<file path="config.mk">
export PLATFORM = sky130hd
export DESIGN_NAME = http_header_byte_parser
export DESIGN_NICKNAME = d
export VERILOG_FILES = /design/src/rtl/hhbp_pkg.sv /design/src/rtl/hhbp_in_stage.sv /design/src/rtl/hhbp_fsm.sv /design/src/rtl/hhbp_out_stage.sv /design/src/rtl/http_header_byte_parser.sv
export SDC_FILE = /design/constraint.sdc
export NUM_CORES = 1
export LEC_CHECK = 0
export BUFFER_PORTS_ARGS = -buffer_cell sky130_fd_sc_hd__buf_2
export CAP_MARGIN = 5
export CORE_MARGIN = 5
export CORE_UTILIZATION = 50
export CTS_CLUSTER_SIZE = 14
export DETAILED_ROUTE_END_ITERATION = 7
export PLACE_DENSITY = 0.72
export SLEW_MARGIN = 20
export SYNTH_ARGS = -nofsm -noshare
export SYNTH_HDL_FRONTEND = slang
export SYNTH_SLANG_ARGS = --single-unit
</file>
<file path="constraint.sdc">
create_clock -name clk -period 2.4 [get_ports clk]
set_input_delay 0.24 -clock clk [delete_from_list [all_inputs] [get_ports clk]]
set_output_delay 0.24 -clock clk [all_outputs]
set_load 0.03 [all_outputs]
</file>
<file path="src/rtl/hhbp_pkg.sv">
`default_nettype none

package hhbp_pkg;

  localparam int unsigned LimitWidth = 10;
  localparam int unsigned CountWidth = LimitWidth + 1;
  localparam logic [LimitWidth-1:0] LimitReset = 10'd255;

  localparam logic [7:0] CH_COLON = 8'h3A;
  localparam logic [7:0] CH_CR    = 8'h0D;
  localparam logic [7:0] CH_LF    = 8'h0A;
  localparam logic [7:0] CH_SP    = 8'h20;

  localparam logic [3:0] CL_SKIP   = 4'd0;
  localparam logic [3:0] CL_KEY    = 4'd1;
  localparam logic [3:0] CL_COLON  = 4'd2;
  localparam logic [3:0] CL_SPACE  = 4'd3;
  localparam logic [3:0] CL_VALUE  = 4'd4;
  localparam logic [3:0] CL_CR     = 4'd5;
  localparam logic [3:0] CL_LF     = 4'd6;
  localparam logic [3:0] CL_END_CR = 4'd7;
  localparam logic [3:0] CL_END_LF = 4'd8;
  localparam logic [3:0] CL_ERROR  = 4'd9;
  localparam logic [3:0] CL_IDLE   = 4'd10;

  localparam logic FUNC_BYTE    = 1'b0;
  localparam logic FUNC_RESTART = 1'b1;

  typedef enum logic [3:0] {
    ST_START  = 4'd0,
    ST_KEY    = 4'd1,
    ST_COLON  = 4'd2,
    ST_SPACE  = 4'd3,
    ST_VALUE  = 4'd4,
    ST_CR     = 4'd5,
    ST_LF     = 4'd6,
    ST_END_CR = 4'd7,
    ST_DONE   = 4'd8,
    ST_ERROR  = 4'd9
  } parser_state_t;

  typedef struct packed {
    logic       func;
    logic [7:0] data_byte;
  } hhbp_in_t;

  typedef struct packed {
    logic [7:0]            data_byte_out;
    logic [3:0]            byte_class;
    logic [LimitWidth-1:0] value_offset;
    logic                  header_done;
    logic                  parse_error;
  } hhbp_out_t;

  typedef struct packed {
    logic     valid;
    hhbp_in_t item;
  } hhbp_stage_t;

endpackage

`default_nettype wire

</file>
<file path="src/rtl/hhbp_in_stage.sv">
`default_nettype none

module hhbp_in_stage (
  input  wire logic              clk,
  input  wire logic              rst_n,
  input  wire logic              in_valid,
  output logic                   in_stall,
  input  wire hhbp_pkg::hhbp_in_t in_item,
  input  wire logic              take,
  output hhbp_pkg::hhbp_stage_t  stage
);

  logic               valid_r, valid_nxt;
  hhbp_pkg::hhbp_in_t item_r;
  logic               load;

  assign in_stall = valid_r && !take;
  assign load     = in_valid && !in_stall;

  always_comb begin
    valid_nxt = valid_r;
    if (load) begin
      valid_nxt = 1'b1;
    end else if (take) begin
      valid_nxt = 1'b0;
    end
  end

  always_ff @(posedge clk) begin
    if (!rst_n) begin
      valid_r <= 1'b0;
    end else begin
      valid_r <= valid_nxt;
    end
  end

  always_ff @(posedge clk) begin
    if (load) begin
      item_r <= in_item;
    end
  end

  assign stage.valid = valid_r;
  assign stage.item  = item_r;

endmodule

`default_nettype wire

</file>
<file path="src/rtl/hhbp_fsm.sv">
`default_nettype none

module hhbp_fsm (
  input  wire logic                                clk,
  input  wire logic                                rst_n,
  input  wire logic                                take,
  input  wire hhbp_pkg::hhbp_in_t                  item,
  input  wire logic [hhbp_pkg::LimitWidth-1:0]     limit,
  output hhbp_pkg::hhbp_out_t                      result
);

  hhbp_pkg::parser_state_t state_r, state_nxt;
  logic [hhbp_pkg::CountWidth-1:0] count_r, count_nxt;
  logic [7:0] b;
  logic [3:0] cls;
  logic [hhbp_pkg::LimitWidth-1:0] off;

  assign b = item.data_byte;

  always_comb begin
    state_nxt = state_r;
    count_nxt = count_r;
    if (item.func == hhbp_pkg::FUNC_RESTART) begin
      state_nxt = hhbp_pkg::ST_START;
      count_nxt = '0;
    end else begin
      case (state_r)
        hhbp_pkg::ST_START: begin
          if (!(b inside {hhbp_pkg::CH_CR, hhbp_pkg::CH_LF})) state_nxt = hhbp_pkg::ST_KEY;
        end
        hhbp_pkg::ST_KEY: begin
          if (b == hhbp_pkg::CH_COLON) begin
            state_nxt = hhbp_pkg::ST_COLON;
          end else if (b inside {hhbp_pkg::CH_CR, hhbp_pkg::CH_LF}) begin
            state_nxt = hhbp_pkg::ST_ERROR;
          end
        end
        hhbp_pkg::ST_COLON: begin
          state_nxt = (b == hhbp_pkg::CH_SP) ? hhbp_pkg::ST_SPACE : hhbp_pkg::ST_ERROR;
        end
        hhbp_pkg::ST_SPACE: begin
          state_nxt = hhbp_pkg::ST_VALUE;
          count_nxt = hhbp_pkg::CountWidth'(1);
        end
        hhbp_pkg::ST_VALUE: begin
          if (b == hhbp_pkg::CH_CR) begin
            state_nxt = hhbp_pkg::ST_CR;
            count_nxt = '0;
          end else if (count_r > {1'b0, limit}) begin
            state_nxt = hhbp_pkg::ST_ERROR;
            count_nxt = '0;
          end else begin
            count_nxt = count_r + hhbp_pkg::CountWidth'(1);
          end
        end
        hhbp_pkg::ST_CR: begin
          state_nxt = (b == hhbp_pkg::CH_LF) ? hhbp_pkg::ST_LF : hhbp_pkg::ST_ERROR;
        end
        hhbp_pkg::ST_LF: begin
          state_nxt = (b == hhbp_pkg::CH_CR) ? hhbp_pkg::ST_END_CR : hhbp_pkg::ST_KEY;
        end
        hhbp_pkg::ST_END_CR: begin
          state_nxt = (b == hhbp_pkg::CH_LF) ? hhbp_pkg::ST_DONE : hhbp_pkg::ST_ERROR;
        end
        hhbp_pkg::ST_DONE, hhbp_pkg::ST_ERROR: begin
          state_nxt = state_r;
        end
        default: begin
          state_nxt = hhbp_pkg::ST_ERROR;
        end
      endcase
    end
  end

  always_comb begin
    cls = hhbp_pkg::CL_IDLE;
    off = '0;
    case (state_r)
      hhbp_pkg::ST_START: begin
        cls = (b inside {hhbp_pkg::CH_CR, hhbp_pkg::CH_LF}) ? hhbp_pkg::CL_SKIP : hhbp_pkg::CL_KEY;
      end
      hhbp_pkg::ST_KEY: begin
        if (b == hhbp_pkg::CH_COLON) begin
          cls = hhbp_pkg::CL_COLON;
        end else if (b inside {hhbp_pkg::CH_CR, hhbp_pkg::CH_LF}) begin
          cls = hhbp_pkg::CL_ERROR;
        end else begin
          cls = hhbp_pkg::CL_KEY;
        end
      end
      hhbp_pkg::ST_COLON: begin
        cls = (b == hhbp_pkg::CH_SP) ? hhbp_pkg::CL_SPACE : hhbp_pkg::CL_ERROR;
      end
      hhbp_pkg::ST_SPACE: begin
        cls = hhbp_pkg::CL_VALUE;
      end
      hhbp_pkg::ST_VALUE: begin
        if (b == hhbp_pkg::CH_CR) begin
          cls = hhbp_pkg::CL_CR;
        end else if (count_r > {1'b0, limit}) begin
          cls = hhbp_pkg::CL_ERROR;
        end else begin
          cls = hhbp_pkg::CL_VALUE;
          off = count_r[hhbp_pkg::LimitWidth-1:0];
        end
      end
      hhbp_pkg::ST_CR: begin
        cls = (b == hhbp_pkg::CH_LF) ? hhbp_pkg::CL_LF : hhbp_pkg::CL_ERROR;
      end
      hhbp_pkg::ST_LF: begin
        cls = (b == hhbp_pkg::CH_CR) ? hhbp_pkg::CL_END_CR : hhbp_pkg::CL_KEY;
      end
      hhbp_pkg::ST_END_CR: begin
        cls = (b == hhbp_pkg::CH_LF) ? hhbp_pkg::CL_END_LF : hhbp_pkg::CL_ERROR;
      end
      hhbp_pkg::ST_DONE, hhbp_pkg::ST_ERROR: begin
        cls = hhbp_pkg::CL_IDLE;
      end
      default: begin
        cls = hhbp_pkg::CL_ERROR;
      end
    endcase

    if (item.func == hhbp_pkg::FUNC_RESTART) begin
      result.data_byte_out = '0;
      result.byte_class    = hhbp_pkg::CL_IDLE;
      result.value_offset  = '0;
    end else begin
      result.data_byte_out = b;
      result.byte_class    = cls;
      result.value_offset  = off;
    end
    result.header_done = (state_nxt == hhbp_pkg::ST_DONE);
    result.parse_error = (state_nxt == hhbp_pkg::ST_ERROR);
  end

  always_ff @(posedge clk) begin
    if (!rst_n) begin
      state_r <= hhbp_pkg::ST_START;
      count_r <= '0;
    end else if (take) begin
      state_r <= state_nxt;
      count_r <= count_nxt;
    end
  end

endmodule

`default_nettype wire

</file>
<file path="src/rtl/hhbp_out_stage.sv">
`default_nettype none

module hhbp_out_stage (
  input  wire logic                 clk,
  input  wire logic                 rst_n,
  input  wire hhbp_pkg::hhbp_stage_t stage,
  input  wire hhbp_pkg::hhbp_out_t  result,
  output logic                      take,
  output logic                      out_valid,
  input  wire logic                 out_stall,
  output hhbp_pkg::hhbp_out_t       out_item
);

  logic                valid_r, valid_nxt;
  hhbp_pkg::hhbp_out_t item_r;

  assign take = stage.valid && (!valid_r || !out_stall);

  always_comb begin
    valid_nxt = valid_r;
    if (take) begin
      valid_nxt = 1'b1;
    end else if (!out_stall) begin
      valid_nxt = 1'b0;
    end
  end

  always_ff @(posedge clk) begin
    if (!rst_n) begin
      valid_r <= 1'b0;
    end else begin
      valid_r <= valid_nxt;
    end
  end

  always_ff @(posedge clk) begin
    if (take) begin
      item_r <= result;
    end
  end

  assign out_valid = valid_r;
  assign out_item  = item_r;

endmodule

`default_nettype wire

</file>
<file path="src/rtl/http_header_byte_parser.sv">
// HTTP header byte parser.
// Input channel in_valid / in_stall / in_item: one item per byte, func 0 for a
// header byte, func 1 to restart the parser for a new request.
// Result channel out_valid / out_stall / out_item: one result item per input
// item, in order, with the byte, its class, the value offset and the
// header_done / parse_error flags.
// Config port cfg_we / cfg_wdata writes value_length_limit; write it only
// while the block is idle.
// Path: an accepted item is held in the input register, then classified into
// the result register, which drives out_valid.
// Throughput: one item per cycle while the receiver does not stall; the parser
// state register updates as each item moves into the result register.
// Reset (rst_n low, synchronous): both stages empty, parser at start, value
// count zero, limit 255.
// Receiver stall: the result register holds its item; the input register
// holds one more, then in_stall rises until the result is taken.
`default_nettype none

module http_header_byte_parser (
  input  wire logic                            clk,
  input  wire logic                            rst_n,
  input  wire logic                            in_valid,
  output logic                                 in_stall,
  input  wire hhbp_pkg::hhbp_in_t              in_item,
  output logic                                 out_valid,
  input  wire logic                            out_stall,
  output hhbp_pkg::hhbp_out_t                  out_item,
  input  wire logic                            cfg_we,
  input  wire logic [hhbp_pkg::LimitWidth-1:0] cfg_wdata
);

  logic [hhbp_pkg::LimitWidth-1:0] limit_r;
  hhbp_pkg::hhbp_stage_t           stage;
  hhbp_pkg::hhbp_out_t             result;
  logic                            take;

  always_ff @(posedge clk) begin
    if (!rst_n) begin
      limit_r <= hhbp_pkg::LimitReset;
    end else if (cfg_we) begin
      limit_r <= cfg_wdata;
    end
  end

  hhbp_in_stage u_in (
    .clk      (clk),
    .rst_n    (rst_n),
    .in_valid (in_valid),
    .in_stall (in_stall),
    .in_item  (in_item),
    .take     (take),
    .stage    (stage)
  );

  hhbp_fsm u_fsm (
    .clk    (clk),
    .rst_n  (rst_n),
    .take   (take),
    .item   (stage.item),
    .limit  (limit_r),
    .result (result)
  );

  hhbp_out_stage u_out (
    .clk       (clk),
    .rst_n     (rst_n),
    .stage     (stage),
    .result    (result),
    .take      (take),
    .out_valid (out_valid),
    .out_stall (out_stall),
    .out_item  (out_item)
  );

endmodule

`default_nettype wire

</file>
* Word-level counts from Yosys, hierarchy flattened
Cells that the tools add are included.
** Word-level totals
- Output and inout port bits :: 26
- Bits of input ports :: 24
- Word-level logic and storage cells :: 71
- Flip-flop bits (word level) :: 60
** Cells by class
- Add/subtract/negate cells :: 1
- Magnitude comparators :: 1
- Bitwise logic cells :: 1
- Muxes and demuxes :: 25
- Reductions and logical operators :: 15
- Equality and inequality tests :: 16
** Operators by type and width (number)
- 4-bit one-hot mux with 9 select lines :: 2
- 4-bit 2-to-1 mux :: 12
- 11-bit 2-to-1 mux :: 3
- 11-bit one-hot mux with 2 select lines :: 1
- 4-bit by 3-bit equality test with 1-bit output, second input constant :: 4
- 4-bit equality test, second input constant :: 4
- 8-bit by 4-bit equality test with 1-bit output, second input constant :: 2
- 8-bit by 6-bit equality test with 1-bit output, second input constant :: 2
- 11-bit by 1-bit adder with 11-bit output, second input constant :: 1
- 11-bit by 10-bit > comparator with 1-bit output :: 1
- 4-bit by 2-bit equality test with 1-bit output, second input constant :: 2
- 1-bit 2-to-1 mux :: 6
- 4-bit by 1-bit equality test with 1-bit output, second input constant :: 1
- 1-bit logical NOT :: 4
- 4-bit logical NOT :: 1
- 2-bit nonzero test :: 2
- 4-bit OR reduction :: 1
- 1-bit logical AND :: 3
- 3-bit 2-to-1 mux :: 1
- 3-bit nonzero test :: 1
- 2-bit by 1-bit inequality test with 1-bit output, second input constant :: 1
- 2-bit AND reduction :: 1
- 2-bit OR reduction :: 1
- 1-bit logical OR :: 1
- 1-bit inverter :: 1

* Depth between registers and ports, before layout
- Depth after elaboration :: 8
- Depth in mapped cells :: 9
- Mapped depth without buffers :: 8

* By module
A second synthesis with hierarchy kept.
** Second synthesis, totals
- Cells, all modules :: 272
- Area total of the unflattened synthesis :: 2895.3 um2
** By module, submodules not included
- hhbp_fsm :: cells an instance 198, area each 1452.6 um2, sequential area each 300.3 um2, instances 1
- hhbp_out_stage :: cells an instance 28, area each 759.5 um2, sequential area each 740.7 um2, instances 1
- http_header_byte_parser :: cells an instance 32, area each 357.8 um2, sequential area each 200.2 um2, instances 1
- hhbp_in_stage :: cells an instance 14, area each 325.3 um2, sequential area each 290.3 um2, instances 1

* Least setup slack after synthesis
OpenSTA, ideal clock, no wires.
- Kind :: register -> register
- From :: register u_out.valid_r (netlist: u_out.out_valid)
- To :: register u_fsm.count_r[6] (netlist name)
- Library setup time :: 0.129 ns
- Path slack :: 0.113 ns
- Data required time :: 2.271 ns
- Clock period less this slack :: 2.287 ns
- Buffers on the path :: 1
- Arrival :: 2.158 ns
- Stages on the path, launching flop included :: 9
- Cell sequence :: dfxtp_1 > nand2_1 > nand2_1 > clkinv_1 > o21ai_2 > buf_2 > nor2_1 > xnor2_1 > nor2_1
** Between the ends
- Cells in the longest elaborated chain, start to end :: 4
** RTL lines
- start, declared :: RTL line hhbp_out_stage.sv:14 : logic valid_r, valid_nxt;
- start signal, assigned :: RTL line hhbp_out_stage.sv:32 : valid_r <= valid_nxt;
- 1-bit logical NOT :: RTL line hhbp_out_stage.sv:17 : assign take = stage.valid && (!valid_r || !out_stall);
- 1-bit logical OR :: RTL line hhbp_out_stage.sv:17
- 1-bit logical AND :: RTL line hhbp_out_stage.sv:17
- named net take :: RTL line http_header_byte_parser.sv:35 : logic take;
- 2-bit AND reduction (no line)
- end signal, assigned :: RTL line hhbp_fsm.sv:143 : count_r <= count_nxt;
- end, declared :: RTL line hhbp_fsm.sv:13 : logic [hhbp_pkg::CountWidth-1:0] count_r, count_nxt;
The timed path passes the listed nets, and every way through them passes these cells.
A chain may end at the register's enable or synchronous reset.

==> out/metrics.sh <==
SYNTH_SEQ_CELLS=60
MAX-SLEW-MARGIN-REL_PCT=49.2
ROUTED_WIRELENGTH_UM=6220
WORST-SLEW-PIN-TRANSITION_NS=0.761
NETLIST_AREA_UM2=2940
DETAIL-ROUTE-ANTENNA-NETS=0
FIRSTDRTPASSITERS=4
SETUP_CLOCK_SKEW_AFTER_LAYOUT_NS=0.00889
CLK_TRANSITION_REPORTED_PATHS_NS=0.07
INSERTEDDIODECOUNT=0
DRC_ERRORS=0
FLOORPLAN.CORE_AREA_UM2=5820
FLOW.AREA_GROWTH_FROM_SYNTHESIS_PCT=23.9
SYNTH_ASYNC_SR_FLOP_SHARE_PCT=0
STATIC-LEAKAGE-POWER_uW=0.00149
GRT.OVERFLOW.TOTAL=0
DRT-WIRELENGTH-PER-CELL_UM=14.5
LAYOUT_COMMONEST_CELL='sky130_fd_sc_hd__buf_2'
CAP_VIOLATIONS=0
SEQUENTIAL_CELL_AREA_UM2=1530
CP.ARRIVAL_NS=2.36
GRT-BUSIEST-LAYER='met1'
YOSYSWARNINGS=0
START_KIND='flop'
SETUP-VIOLATIONS-FINAL=0
FINALSETUPTNS_NS=0
POWER.IR.VDD_WORST_mV=0.374
GLOBALROUTETOTALUTIL_PCT=17.5
DIE_W_UM=86.7
GRT_ANTENNA_BEFORE_REPAIR=0
M2_GR_USAGE_PCT=23.6
HOLD_VIOLATIONS=0
COUNT_OF_NON_FILLER_CELLS_IN_THE_FINISHED_LAYOUT=428
SYNTH_FLOP_CELL='sky130_fd_sc_hd__edfxtp_1'
NUMCTSBUFFERS=9
REG2REG_SETUP_SLACK_NS=0.11
CLOCK_INSERTION_DELAY_WORST_SKEW_NS=0.34
GRT_PASS1_VIAS=2178
CRITICAL-PATH-MAX-STAGE-DELAY_NS=0.38
DIE_AREA_UM2=7520
FMAX_MHz=437
CLOCK-SINKS=60
CLOCKBUFFERDEPTH=2
LAYOUT-DRIVE-GT1-SHARE_PCT=28.0
NUMBER_OF_ROWS_IN_THE_CORE_AREA=28
SYNTH.NET_COUNT=320
GR-USAGE-MET1_PCT=25.5
CRITICAL_PATH.MAX_FANOUT=6
FINALCRITPERIODSHARE_PCT=95.3
CRITPATHBUFINV=0
PORT-BUFFER-COUNT=49
CLOCK_TREE.HTREE_LEVEL_COUNT=3
DPL.HPWL_UM=4320
SYNTH_ENABLE_FLOP_CELLS=33
OUTCOME='finished, final reports clean'
PIN_COUNT_OF_THE_BIGGEST_NET_ENTERING_GLOBAL_ROUTING=31
BOUNDARYPINS=50
NUMBER_OF_PLACED_CELLS_COUNTING_WELL_TAPS=408
SLOWEST_STAGE='sky130_fd_sc_hd__dfxtp_1'
SYNTHESIS.AREA_PER_INSTANCE_UM2=10.3
CRITICAL-PATH-TOP-DELAY-FAMILY='compound AO/OA/AOI/OAI gates'
TIMING.SETUP.CRITICAL_PATH_CLASS='reg -> reg'
DIE_HEIGHT_UM=86.7
TOTAL_POWER_DENSITY_PER_CELL_AREA_nW_PER_UM2=691
FINALCOREUTILIZATION_PCT=62.7
NFILLCELLS=510
TMIN_FINAL_NS=2.29
TIMING.HOLD.WS_NS=0.0770
HP-CLASS='in -> reg'
FINAL-MAX-SLEW-VIOLATION-COUNT=0
SYNTHDISTINCTLIBCELLS=54
MULTIINPUTGATEAREA_UM2=1330
FINAL_NETS=383
VIAS=2337
DRT_ITER0_MARKERS=173
GR-USAGE-MET3_PCT=4.75
TIMING.CRITICAL_PATH.CELLS='ha_1, nand4_1, nor3_1, a21oi_1, a21o_1, a221oi_4, a211oi_2'
CTS_HOLD_BUFFERS=0
INITIAL_CORE_UTIL_PCT=50.6
WORSTSETUPENDPOINTTYPE='flop'
CP_DATA_REQUIRED_TIME_NS=2.47
LAYOUT_COMMON_CELLS='sky130_fd_sc_hd__buf_2 (49), sky130_fd_sc_hd__edfxtp_1 (33), sky130_fd_sc_hd__nand2_1 (27), sky130_fd_sc_hd__dfxtp_1 (25), sky130_fd_sc_hd__nor2_1 (22)'
POST_SYNTH_INST_COUNT=285
CLOCK_TREE_FROM_TRITONCTS='done'
ROUTE.DETAILED.VIAS_PER_INST=5.46
CLOCK-ROOT-BUFFER='sky130_fd_sc_hd__clkbuf_8'
GLOBAL_ROUTE_WIRE_LENGTH_BEFORE_REPAIR_UM=10100
SYNTH.YOSYS.SEQ_AREA_SHARE_PCT=52.0
GRT_SETUP_UNREPAIRED='no'
GLOBALPLACE.CONGESTION=0.856
-- cells in the mapped netlist (all sizes together), types with 5 or more instances --
cell | count | area share, %
nor3 | 7 | 1.2
nor2 | 22 | 2.8
nor2b | 10 | 2.1
and3 | 5 | 1.1
inv | 13 | 1.7
o21ai | 7 | 1.3
o211ai | 9 | 2.3
a21oi | 16 | 3.4
clkbuf | 10 | 1.3
ha | 11 | 4.7
and2 | 11 | 2.3
nand2 | 27 | 3.4
dfxtp | 27 | 18
edfxtp | 33 | 34
nand3 | 13 | 2.2
-- area by class of cell --
class,instances,share of cell area [%]
tap,75,2.57
multi-input combinational,197,36.5
timing repair buffer,66,10.2
sequential,60,42.1
clock inverter,7,3.81
clock buffer,9,3.40
inverter,14,1.44
-- path summary, 6_finish.rpt --
check                                    endpoint  cells after the start        startpoint
worst max-delay path            u_out.out_item[0]                      7  u_fsm.count_r[6]
worst min-delay path                u_in.stage[0]                      1        in_item[0]
worst min register to register         limit_r[6]                      2        limit_r[6]
worst max register to register  u_out.out_item[0]                      7  u_fsm.count_r[6]
-- timing repair --
action / 4_1_cts / 5_1_grt
gates resized for setup: 0 / 5
endpoints found under the hold margin: 0 / 0
buffers inserted: 0 / 4
endpoints found under the setup margin: 0 / 12
-- sequential cells by signal, indices dropped and copies added (netlist names) --
register,count
u_out.out_item,24
u_fsm.count_r,11
limit_r,10
u_in.stage,9
u_fsm.state_r,4
u_in.valid_r,1
u_out.out_valid,1
-- routing by layer --
layer / vias up / share of wire (%)
met5: - / 0
met4: 0 / 2.2
met3: 14 / 5.8
met2: 70 / 43
met1: 1076 / 49
li1: 1177 / -
-- per-stage QoR --
step,area (um2),power (uW),setup slack (ns)
6_report,3650,2520,0.113
5_1_grt,3650,2620,0.00790
4_1_cts,3580,2540,0.0279
3_5_place_dp,3320,1360,0.0925
3_3_place_gp,3320,1350,0.159
2_1_floorplan,2940,1290,0.113
-- cells by family after synthesis --
logic type | share of synthesized area (%)
AOI/OAI and AO/OA | 14.5
xor gates and xnor gates | 0.893
adders and majority gates | 4.68
buffers and inverters | 3.74
DFF | 52.0
muxes | 1.02
and+or+nand+nor | 23.1
-- where the power goes --
group          internal, uW  total (uW)  switching, uW
clock                   791        1180            393
combinational          63.6         186            123
sequential             1130        1150           22.5
total                  1980        2520            538
Note: power is estimated with default switching activity, not from simulation.
